$ cat config.mk
export PLATFORM = sky130hd
export DESIGN_NAME = crc8_packet_deframer
export DESIGN_NICKNAME = d
export VERILOG_FILES = /design/src/hw/rtl/c8d_pkg.sv /design/src/hw/rtl/c8d_csr.sv /design/src/hw/rtl/crc8_packet_deframer.sv
export SDC_FILE = /design/constraint.sdc
export NUM_CORES = 1
export LEC_CHECK = 0
export BUFFER_PORTS_ARGS = -buffer_cell sky130_fd_sc_hd__buf_2
export CORE_UTILIZATION = 52
export DETAILED_ROUTE_END_ITERATION = 10
export PLACE_DENSITY = 0.81
export SYNTH_ARGS = -nofsm -noshare
export SYNTH_HDL_FRONTEND = slang
export SYNTH_SLANG_ARGS = --single-unit
$ cat constraint.sdc
create_clock -name clock -period 2.8 [get_ports clock]
set_clock_uncertainty 0.1 [all_clocks]
set_input_delay 0.14 -clock clock [delete_from_list [all_inputs] [get_ports clock]]
set_output_delay 0.14 -clock clock [all_outputs]
set_load 0.005 [all_outputs]
$ cat src/hw/rtl/c8d_pkg.sv
// Shared types, constants and the CRC-8 byte update for the packet deframer.
// Used by c8d_csr and crc8_packet_deframer; depends on nothing else.
package c8d_pkg;

   // Frame parsing phase
   typedef enum logic [2:0] {
      PH_WAIT = 3'd0,
      PH_ADDR = 3'd1,
      PH_LEN  = 3'd2,
      PH_DATA = 3'd3,
      PH_END  = 3'd4
   } phase_type;

   // Result status codes
   typedef enum logic [1:0] {
      ST_BUSY = 2'd0,
      ST_GOOD = 2'd1,
      ST_ERR  = 2'd2
   } status_type;

   // Register indexes on the configuration port
   localparam logic [1:0] REG_MASTER_MODE = 2'd0;
   localparam logic [1:0] REG_OWN_ADDRESS = 2'd1;
   localparam logic [1:0] REG_EXP_LENGTH  = 2'd2;

   localparam int CSR_ADDR_W = 4;

   // Framing bytes and CRC polynomial
   localparam logic [7:0] CRC_POLY     = 8'h07;
   localparam logic [7:0] START_MASTER = 8'h24;
   localparam logic [7:0] START_SLAVE  = 8'h21;
   localparam logic [7:0] TERM_BYTE    = 8'h0A;

   // Configuration seen by the parser
   typedef struct packed {
      logic       master_mode;
      logic [7:0] own_address;
      logic [7:0] expected_length;
   } cfg_type;

   // CRC-8, MSB first, one byte folded in
   function automatic logic [7:0] crc8_update(input logic [7:0] crc, input logic [7:0] b);
      logic [7:0] c;
      c = crc ^ b;
      for (int k = 0; k < 8; k++) begin
         if (c[7]) begin
            c = {c[6:0], 1'b0} ^ CRC_POLY;
         end else begin
            c = {c[6:0], 1'b0};
         end
      end
      return c;
   endfunction

endpackage

$ cat src/hw/rtl/c8d_csr.sv
// APB-style register file for the deframer: master_mode, own_address, expected_length.
// Depends on c8d_pkg.
module c8d_csr (
   input  logic                            clock,
   input  logic                            reset,
   input  logic                            psel,
   input  logic                            penable,
   input  logic                            pwrite,
   input  logic [c8d_pkg::CSR_ADDR_W-1:0]  paddr,
   input  logic [31:0]                     pwdata,
   output logic [31:0]                     prdata,
   output logic                            pready,
   output c8d_pkg::cfg_type                cfg
);

   c8d_pkg::cfg_type cfg_ff, cfg_in;
   logic             wr_en;
   logic [1:0]       reg_idx;

   assign pready  = 1'b1;
   assign wr_en   = psel & penable & pwrite;
   assign reg_idx = paddr[3:2];

   // Update the addressed register on a write access
   always_comb begin
      cfg_in = cfg_ff;
      if (wr_en) begin
         case (reg_idx)
            c8d_pkg::REG_MASTER_MODE: cfg_in.master_mode     = pwdata[0];
            c8d_pkg::REG_OWN_ADDRESS: cfg_in.own_address     = pwdata[7:0];
            c8d_pkg::REG_EXP_LENGTH:  cfg_in.expected_length = pwdata[7:0];
            default:                  cfg_in = cfg_ff;
         endcase
      end
   end

   always_ff @(posedge clock) begin
      if (reset) begin
         cfg_ff <= '0;
      end else begin
         cfg_ff <= cfg_in;
      end
   end

   // Read back
   always_comb begin
      case (reg_idx)
         c8d_pkg::REG_MASTER_MODE: prdata = {31'd0, cfg_ff.master_mode};
         c8d_pkg::REG_OWN_ADDRESS: prdata = {24'd0, cfg_ff.own_address};
         c8d_pkg::REG_EXP_LENGTH:  prdata = {24'd0, cfg_ff.expected_length};
         default:                  prdata = 32'd0;
      endcase
   end

   assign cfg = cfg_ff;

endmodule

$ cat src/hw/rtl/crc8_packet_deframer.sv
// Packet deframer: start, address, length, payload, CRC-8 and newline check.
// Each accepted byte's result item is registered and shows on the rsp channel the next cycle.
// Throughput: one byte per cycle while results are taken; the result register frees
// up as it is taken, and the phase/CRC update is one byte of logic feeding it.
// Reset: synchronous; phase to waiting for start, clears CRC, count and result valid.
// Depends on c8d_pkg and c8d_csr.
module crc8_packet_deframer (
   input  logic                           clock,
   input  logic                           reset,
   // configuration port
   input  logic                           csr_psel,
   input  logic                           csr_penable,
   input  logic                           csr_pwrite,
   input  logic [c8d_pkg::CSR_ADDR_W-1:0] csr_paddr,
   input  logic [31:0]                    csr_pwdata,
   output logic [31:0]                    csr_prdata,
   output logic                           csr_pready,
   // byte input
   input  logic                           req_valid,
   output logic                           req_ready,
   input  logic [7:0]                     req_rx_byte,
   // result output
   output logic                           rsp_valid,
   input  logic                           rsp_ready,
   output logic [1:0]                     rsp_frame_status,
   output logic                           rsp_payload_valid,
   output logic [7:0]                     rsp_payload_byte,
   output logic [7:0]                     rsp_payload_index
);

   c8d_pkg::cfg_type    cfg;
   c8d_pkg::phase_type  phase_ff, phase_in;
   logic [7:0]          crc_ff, crc_in;
   logic [7:0]          count_ff, count_in;
   logic                rsp_valid_ff, rsp_valid_in;
   c8d_pkg::status_type status_ff, status_in;
   logic                pv_ff, pv_in;
   logic [7:0]          pb_ff, pb_in;
   logic [7:0]          pi_ff, pi_in;
   logic                accept;
   logic [7:0]          start_byte;
   logic [7:0]          crc_next;

   c8d_csr u_csr (
      .clock   (clock),
      .reset   (reset),
      .psel    (csr_psel),
      .penable (csr_penable),
      .pwrite  (csr_pwrite),
      .paddr   (csr_paddr),
      .pwdata  (csr_pwdata),
      .prdata  (csr_prdata),
      .pready  (csr_pready),
      .cfg     (cfg)
   );

   // Take a new item whenever the result register is empty or being drained
   assign req_ready  = ~rsp_valid_ff | rsp_ready;
   assign accept     = req_valid & req_ready;
   assign start_byte = cfg.master_mode ? c8d_pkg::START_MASTER : c8d_pkg::START_SLAVE;
   assign crc_next   = c8d_pkg::crc8_update(
                          (phase_ff == c8d_pkg::PH_WAIT) ? 8'd0 : crc_ff, req_rx_byte);

   // Phase decode for one byte
   always_comb begin
      phase_in  = phase_ff;
      crc_in    = crc_ff;
      count_in  = count_ff;
      status_in = c8d_pkg::ST_BUSY;
      pv_in     = 1'b0;
      pb_in     = 8'd0;
      pi_in     = 8'd0;
      case (phase_ff)
         c8d_pkg::PH_WAIT: begin
            if (req_rx_byte == start_byte) begin
               crc_in   = crc_next;
               phase_in = c8d_pkg::PH_ADDR;
            end
         end
         c8d_pkg::PH_ADDR: begin
            // drop silently on a foreign address
            if (req_rx_byte == cfg.own_address) begin
               crc_in   = crc_next;
               phase_in = c8d_pkg::PH_LEN;
            end else begin
               phase_in = c8d_pkg::PH_WAIT;
            end
         end
         c8d_pkg::PH_LEN: begin
            if (req_rx_byte == cfg.expected_length) begin
               count_in = 8'd0;
               crc_in   = crc_next;
               phase_in = c8d_pkg::PH_DATA;
            end else begin
               phase_in  = c8d_pkg::PH_WAIT;
               status_in = c8d_pkg::ST_ERR;
            end
         end
         c8d_pkg::PH_DATA: begin
            // payload bytes first, then the CRC byte
            if (count_ff < cfg.expected_length) begin
               pv_in    = 1'b1;
               pb_in    = req_rx_byte;
               pi_in    = count_ff;
               count_in = count_ff + 8'd1;
               crc_in   = crc_next;
            end else if (crc_ff == req_rx_byte) begin
               phase_in = c8d_pkg::PH_END;
            end else begin
               phase_in  = c8d_pkg::PH_WAIT;
               status_in = c8d_pkg::ST_ERR;
            end
         end
         c8d_pkg::PH_END: begin
            status_in = (req_rx_byte == c8d_pkg::TERM_BYTE) ? c8d_pkg::ST_GOOD
                                                             : c8d_pkg::ST_ERR;
            phase_in  = c8d_pkg::PH_WAIT;
         end
         default: begin
            phase_in = c8d_pkg::PH_WAIT;
         end
      endcase
   end

   // Result register valid: set on accept, clear when taken
   always_comb begin
      rsp_valid_in = rsp_valid_ff;
      if (accept) begin
         rsp_valid_in = 1'b1;
      end else if (rsp_ready) begin
         rsp_valid_in = 1'b0;
      end
   end

   // Control state
   always_ff @(posedge clock) begin
      if (reset) begin
         phase_ff     <= c8d_pkg::PH_WAIT;
         crc_ff       <= 8'd0;
         count_ff     <= 8'd0;
         rsp_valid_ff <= 1'b0;
      end else begin
         rsp_valid_ff <= rsp_valid_in;
         if (accept) begin
            phase_ff <= phase_in;
            crc_ff   <= crc_in;
            count_ff <= count_in;
         end
      end
   end

   // Result payload: load on accept, hold otherwise
   always_ff @(posedge clock) begin
      if (accept) begin
         status_ff <= status_in;
         pv_ff     <= pv_in;
         pb_ff     <= pb_in;
         pi_ff     <= pi_in;
      end
   end

   assign rsp_valid         = rsp_valid_ff;
   assign rsp_frame_status  = status_ff;
   assign rsp_payload_valid = pv_ff;
   assign rsp_payload_byte  = pb_ff;
   assign rsp_payload_index = pi_ff;

   // A payload item never carries a final status
   a_payload_busy: assert property (@(posedge clock) disable iff (reset)
      (rsp_valid && rsp_payload_valid) |-> (rsp_frame_status == c8d_pkg::ST_BUSY))
      else $error("payload item with final status");

   // A final status sends the parser back to waiting for a start byte
   a_status_rewinds: assert property (@(posedge clock) disable iff (reset)
      (accept && status_in != c8d_pkg::ST_BUSY) |=> (phase_ff == c8d_pkg::PH_WAIT))
      else $error("phase not back to wait after final status");

   // Input stalls only while a result is pending
   a_stall_cause: assert property (@(posedge clock) disable iff (reset)
      !req_ready |-> (rsp_valid && !rsp_ready))
      else $error("input stalled without pending result");

   // A payload index always lies below the count it leaves behind
   a_index_count: assert property (@(posedge clock) disable iff (reset)
      (accept && pv_in) |=> (count_ff == pi_ff + 8'd1))
      else $error("payload index and byte count disagree");

endmodule
Yosys cells after proc, flatten, opt, wreduce, memory -nomap -nowiden
Index checks and enable logic that the tools add are counted.
{"block": "totals", "reg_bits": 56, "output_inout_bits": 54, "word_cells": 88}
{"block": "classes", "n_addsub": 1, "n_lt_le_gt_ge": 1, "n_eq_ne": 16, "muxes": 33, "n_bitwise": 14, "n_reduce_logical": 12}
{"op": "8-bit 2-to-1 mux", "count": 7}
{"op": "3-bit 2-to-1 mux", "count": 12}
{"op": "8-bit case mux with 4 select lines", "count": 1}
{"op": "8-bit == test", "count": 3}
{"op": "3-bit NOT", "count": 8}
{"op": "8-bit case mux with 3 select lines", "count": 1}
{"op": "8-bit case mux with 2 select lines", "count": 1}
{"op": "2-bit 2-to-1 mux", "count": 6}
{"op": "3-bit case mux with 4 select lines", "count": 1}
{"op": "8-bit by 1-bit adder with 8-bit output (second input constant)", "count": 1}
{"op": "8-bit by 4-bit == test with 1-bit output (second input constant)", "count": 1}
{"op": "8-bit by 6-bit == test with 1-bit output", "count": 1}
{"op": "8-bit less-than comparator", "count": 1}
{"op": "2-bit != test (second input constant)", "count": 4}
{"op": "2-bit AND reduction", "count": 4}
{"op": "8-bit bitwise XOR", "count": 1}
{"op": "3-bit by 2-bit == test with 1-bit output (second input constant)", "count": 2}
{"op": "2-bit case mux with 3 select lines", "count": 1}
{"op": "6-bit AND reduction", "count": 1}
{"op": "4-bit AND reduction", "count": 1}
{"op": "2-bit nonzero test", "count": 2}
{"op": "4-bit nonzero test", "count": 1}
{"op": "1-bit bitwise AND", "count": 3}
{"op": "3-bit by 1-bit == test with 1-bit output (second input constant)", "count": 1}
{"op": "other kinds (10)", "count": 12}

Logic depth before layout (Yosys ltp)
{"block": "depth", "ltp_word": 21, "ltp_mapped": 10, "depth_no_buf": 9}

Cells and area by module
From an unflattened synthesis, not the netlist that was laid out.
{"block": "unflattened", "cells_unflattened": 389, "hier_area_um2": 3736.1}
{"module": "crc8_packet_deframer", "instances": 1, "cells_each": 281, "area_per_inst_um2": 2690.1, "seq_area_each_um2": 970.9}
{"module": "c8d_csr", "instances": 1, "cells_each": 108, "area_per_inst_um2": 1046.0, "seq_area_each_um2": 340.3}

Least setup slack after synthesis
OpenSTA, ideal clock, no wires.
{"block": "synth_timing", "path_kind": "flip-flop to flip-flop", "start": "reg u_csr.cfg_ff (netlist bit u_csr.cfg[2])", "end": "reg crc_ff[0]", "setup_ns": 0.070, "t_arrival_ns": 2.179, "path_slack_ns": 0.451, "stages_incl_launch_ff": 10, "path_buffers": 1, "synth_period_minus_slack_ns": 2.349, "path_cell_list": "dfxtp_1 -> inv_1 -> ha_1 -> o21ai_0 -> or2b_2 -> a311o_1 -> and2_1 -> buf_6 -> or3_1 -> a21oi_1"}
{"block": "synth_via", "elab_chain_cells": 3, "word_cells_on_any_way": 5}
{"item": "start, declared", "line": "c8d_csr.sv:16", "source": "c8d_pkg::cfg_type cfg_ff, cfg_in;"}
{"item": "start signal, assigned", "line": "c8d_csr.sv:41", "source": "cfg_ff <= cfg_in;"}
{"item": "8-bit less-than comparator / 8-bit == test (equally long branches)", "line": "crc8_packet_deframer.sv:101, crc8_packet_deframer.sv:90"}
{"item": "2-bit != test (no source line)"}
{"item": "6-bit AND reduction (no source line) *"}
{"item": "end signal, assigned", "line": "crc8_packet_deframer.sv:146", "source": "crc_ff <= crc_in;"}
{"item": "end, declared", "line": "crc8_packet_deframer.sv:33", "source": "logic [7:0] crc_ff, crc_in;"}
Every way passes the cells marked *; elsewhere a longest branch is shown, timed or not.
A chain may end at the register's enable or synchronous reset.

Final worst setup path
Ends and elaborated chain as after synthesis.

==> metrics.md <==
| Metric | Value |
|---|---|
| Status | `complete, no violations` |
| CP Launch Type | `register` |
| Synth Flop Type | `dfxtp_1` |
| Min-delay src | `rsp_ready` |
| Post-synth EDFFs | `19` |
| Worst Setup Path Type | `register to register` |
| #FFs+latches synth | `56` |
| TNS Setup | `0 ps` |
| Global-route wire length before repair | `11700 µm` |
| Asr flop ratio synth | `0%` |
| Slew @ Worst Pin | `857 ps` |
| Power, Total | `1500 µW` |
| Distinct cell type count after synthesis | `58` |
| Total grt overflow | `0` |
| Final Cycle Share | `91.7%` |
| Die area | `6990 µm²` |
| Diodes inserted | `0` |
| Fmax | `389 MHz` |
| Clk slew on worst S/H paths | `100 ps` |
| Worst Path Required | `2950 ps` |
| Drt first pass iters | `4` |
| GPL Wtd Cong | `0.855` |
| Layout cell share with drive strength beyond 1 | `19.1%` |
| Drt via density | `5.41` |
| CTS Root Cell | `clkbuf_8` |
| Fillers | `547` |
| Routed WL | `7030 µm` |
| Largest cells by area after synthesis | `dfxtp_1 21%, edfxtp_1 16%, xnor2_1 7.3%` |
| Post-synthesis sequential area ratio | `37.8%` |
| Routed wl met2 | `3130 µm` |
| Initial core utilization | `54.3%` |
| Rel. slew slack | `42.8%` |
| Critical path peak fanout | `9` |
| Post-synth top area share | `21.4%` |
| Tot GR Track Use | `20.7%` |
| Largest net degree at the start of global routing | `43` |
| Initial DRC count | `341` |
| Met1 Routed Length | `3320 µm` |
| Worst hold path type | `primary input to register` |
| Worst-Skew Late Latency | `320 ps` |
| Final setup fails | `0` |
| Origin of the worst setup path | `u_csr.cfg[2]` |
| Core ar. | `6390 µm²` |
| Maxcap violations | `0` |
| Worst VDD drop | `230 µV` |
| Mapped Avg Cell Area | `9.49 µm²` |
| CTS tree | `done` |
| Leakage | `0.00148 µW` |
| Arr. time, crit path | `2720 ps` |
| Row cnt | `29` |
| DR WL met3 | `442 µm` |
| WL/cell | `14.3 µm` |
| Cell taking the most area after synthesis | `dfxtp_1` |
| CP Capture Type | `register` |
| Most common cell after layout, fill and taps aside | `buf_2` |
| R2r startpoint | `u_csr.cfg[2]` |
| DP Wirelength | `5020 µm` |
| Unrepaired setup endpoints after global routing | `false` |
| Port Buffers | `53` |
| Mapped Cells | `365` |
| PD cells | `395 nW/µm²` |
| Final Hold Vio Count | `0` |
| Tmin final | `2570 ps` |
| Most frequent cells in the layout | `53 x buf_2, 37 x dfxtp_1, 30 x nor2_1` |
| Die Span Y | `83.6 µm` |
| Cell area after synthesis | `3460 µm²` |
| Detail Route Antenna Nets | `0` |
| # IOs | `105` |
| Via count | `2658` |
| Slew Limit Fails | `0` |
| H-tree lvl count | `2` |
| # Post-CTS Setup Buffers | `0` |
| YS warnings | `0` |
| DIE WIDTH | `83.6 µm` |
| Vias in the first global route | `2405` |
| NumNets Final | `472` |
| Clock sink count | `56` |
| Drt drc | `0` |
| CTS Buf Count | `5` |
| Top Layer Used | `met4` |
| Area grow syn2layout | `10.1%` |
| Initial antenna violation count | `0` |
| Max Buffers Root-to-Sink | `2` |
synthesized netlist by cell type, types with 4 or more instances:
| library cell | number |
|---|---|
| dfxtp_1 | 37 |
| nor2_1 | 30 |
| xnor2_1 | 29 |
| buf_4 | 27 |
| xor2_1 | 21 |
| edfxtp_1 | 19 |
| mux2i_1 | 18 |
| and2_1 | 15 |
| a21oi_1 | 14 |
| inv_1 | 12 |
| nand3_1 | 11 |
| o21ai_0 | 10 |
| buf_2 | 9 |
| ha_1 | 8 |
| nand2b_1 | 8 |
| a22o_1 | 7 |
| clkbuf_1 | 7 |
| a311oi_1 | 6 |
| nand2_1 | 6 |
| a31oi_1 | 5 |
| and3_1 | 4 |
| nor2b_1 | 4 |
| nor3_1 | 4 |
| nor3b_1 | 4 |
| nor4_1 | 4 |
per-layer routing:
metal	vias to the layer above	GRT usage (%)
li1	1321	-
met1	1213	29.2
met2	111	31.7
met3	13	3.36
met4	0	8.32
met5	-	0
logic make-up after synthesis:
| group | count (synthesis) | synth area share (%) |
|---|---|---|
| compound gates | 59 | 12.1 |
| xor+xnor | 52 | 13.6 |
| fa+ha+maj | 8 | 2.89 |
| buf+inv | 61 | 10.5 |
| flops | 56 | 37.8 |
| mux | 18 | 5.20 |
| other cells | 2 | 0.217 |
| simple gates | 109 | 17.7 |
path summary, 6_finish.rpt:
kind | end | slack (ps) | cells past startpoint
setup reg to reg | crc_ff[0] | 230 | 8
hold reg to reg | rsp_valid | 440 | 2
hold / removal | rsp_valid | 30 | 3
setup / recovery | crc_ff[0] | 230 | 8
flip-flops by register name, indices dropped and copies added (netlist names):
name / count
u_csr.cfg: 17
rsp_frame_status: 2
count_ff: 8
rsp_valid: 1
rsp_payload_byte: 8
crc_ff: 8
rsp_payload_index: 8
phase_ff: 3
rsp_payload_valid: 1
power breakdown:
group	leakage (µW)	internal (µW)	switching [µW]
registers	0.000490	855	7.29
logic	0.000949	76.5	102
clock network	0.0000452	183	280
total	0.00148	1110	390
what timing repair did:
item / 4_1_cts / 5_1_grt
gates resized for setup: 0 / 1
hold buffers: 9 / 0
endpoints found under the setup margin: 0 / 1
hold endpoints to repair: 18 / 0
worst max-delay path, stage by stage, from the launching register on:
cell,delay [ps]
dfxtp_1,420
inv_1,70
ha_1,280
o21ai_0,170
or2b_2,320
a311o_1,370
and2_1,260
or3_1,390
a21oi_1,120
through the flow:
stage / std cells / hold WS, ps / setup slack, ps / cell area (µm²) / util [%]
floorplan: 388 / 169 / 451 / 3550 / -
global placement: 474 / 289 / 308 / 3630 / 56.8
detailed placement: 474 / 296 / 205 / 3630 / 56.8
CTS: 491 / 27.2 / 178 / 3810 / 59.7
global route: 491 / 76.9 / 32.6 / 3810 / 59.7
finish: 491 / 34.8 / 232 / 3810 / 59.7
final cells by class:
class	instances	area, µm²	share of cell area, %
Clock buffer	5	68.8	1.80
Clock inverter	3	25.0	0.656
Inverter	13	51.3	1.35
Multi-Input combinational cell	271	1880	49.2
Sequential cell	56	1310	34.4
Tap cell	77	96.3	2.53
Timing Repair Buffer	66	385	10.1
No activity file was read; power rests on OpenSTA's default activity.
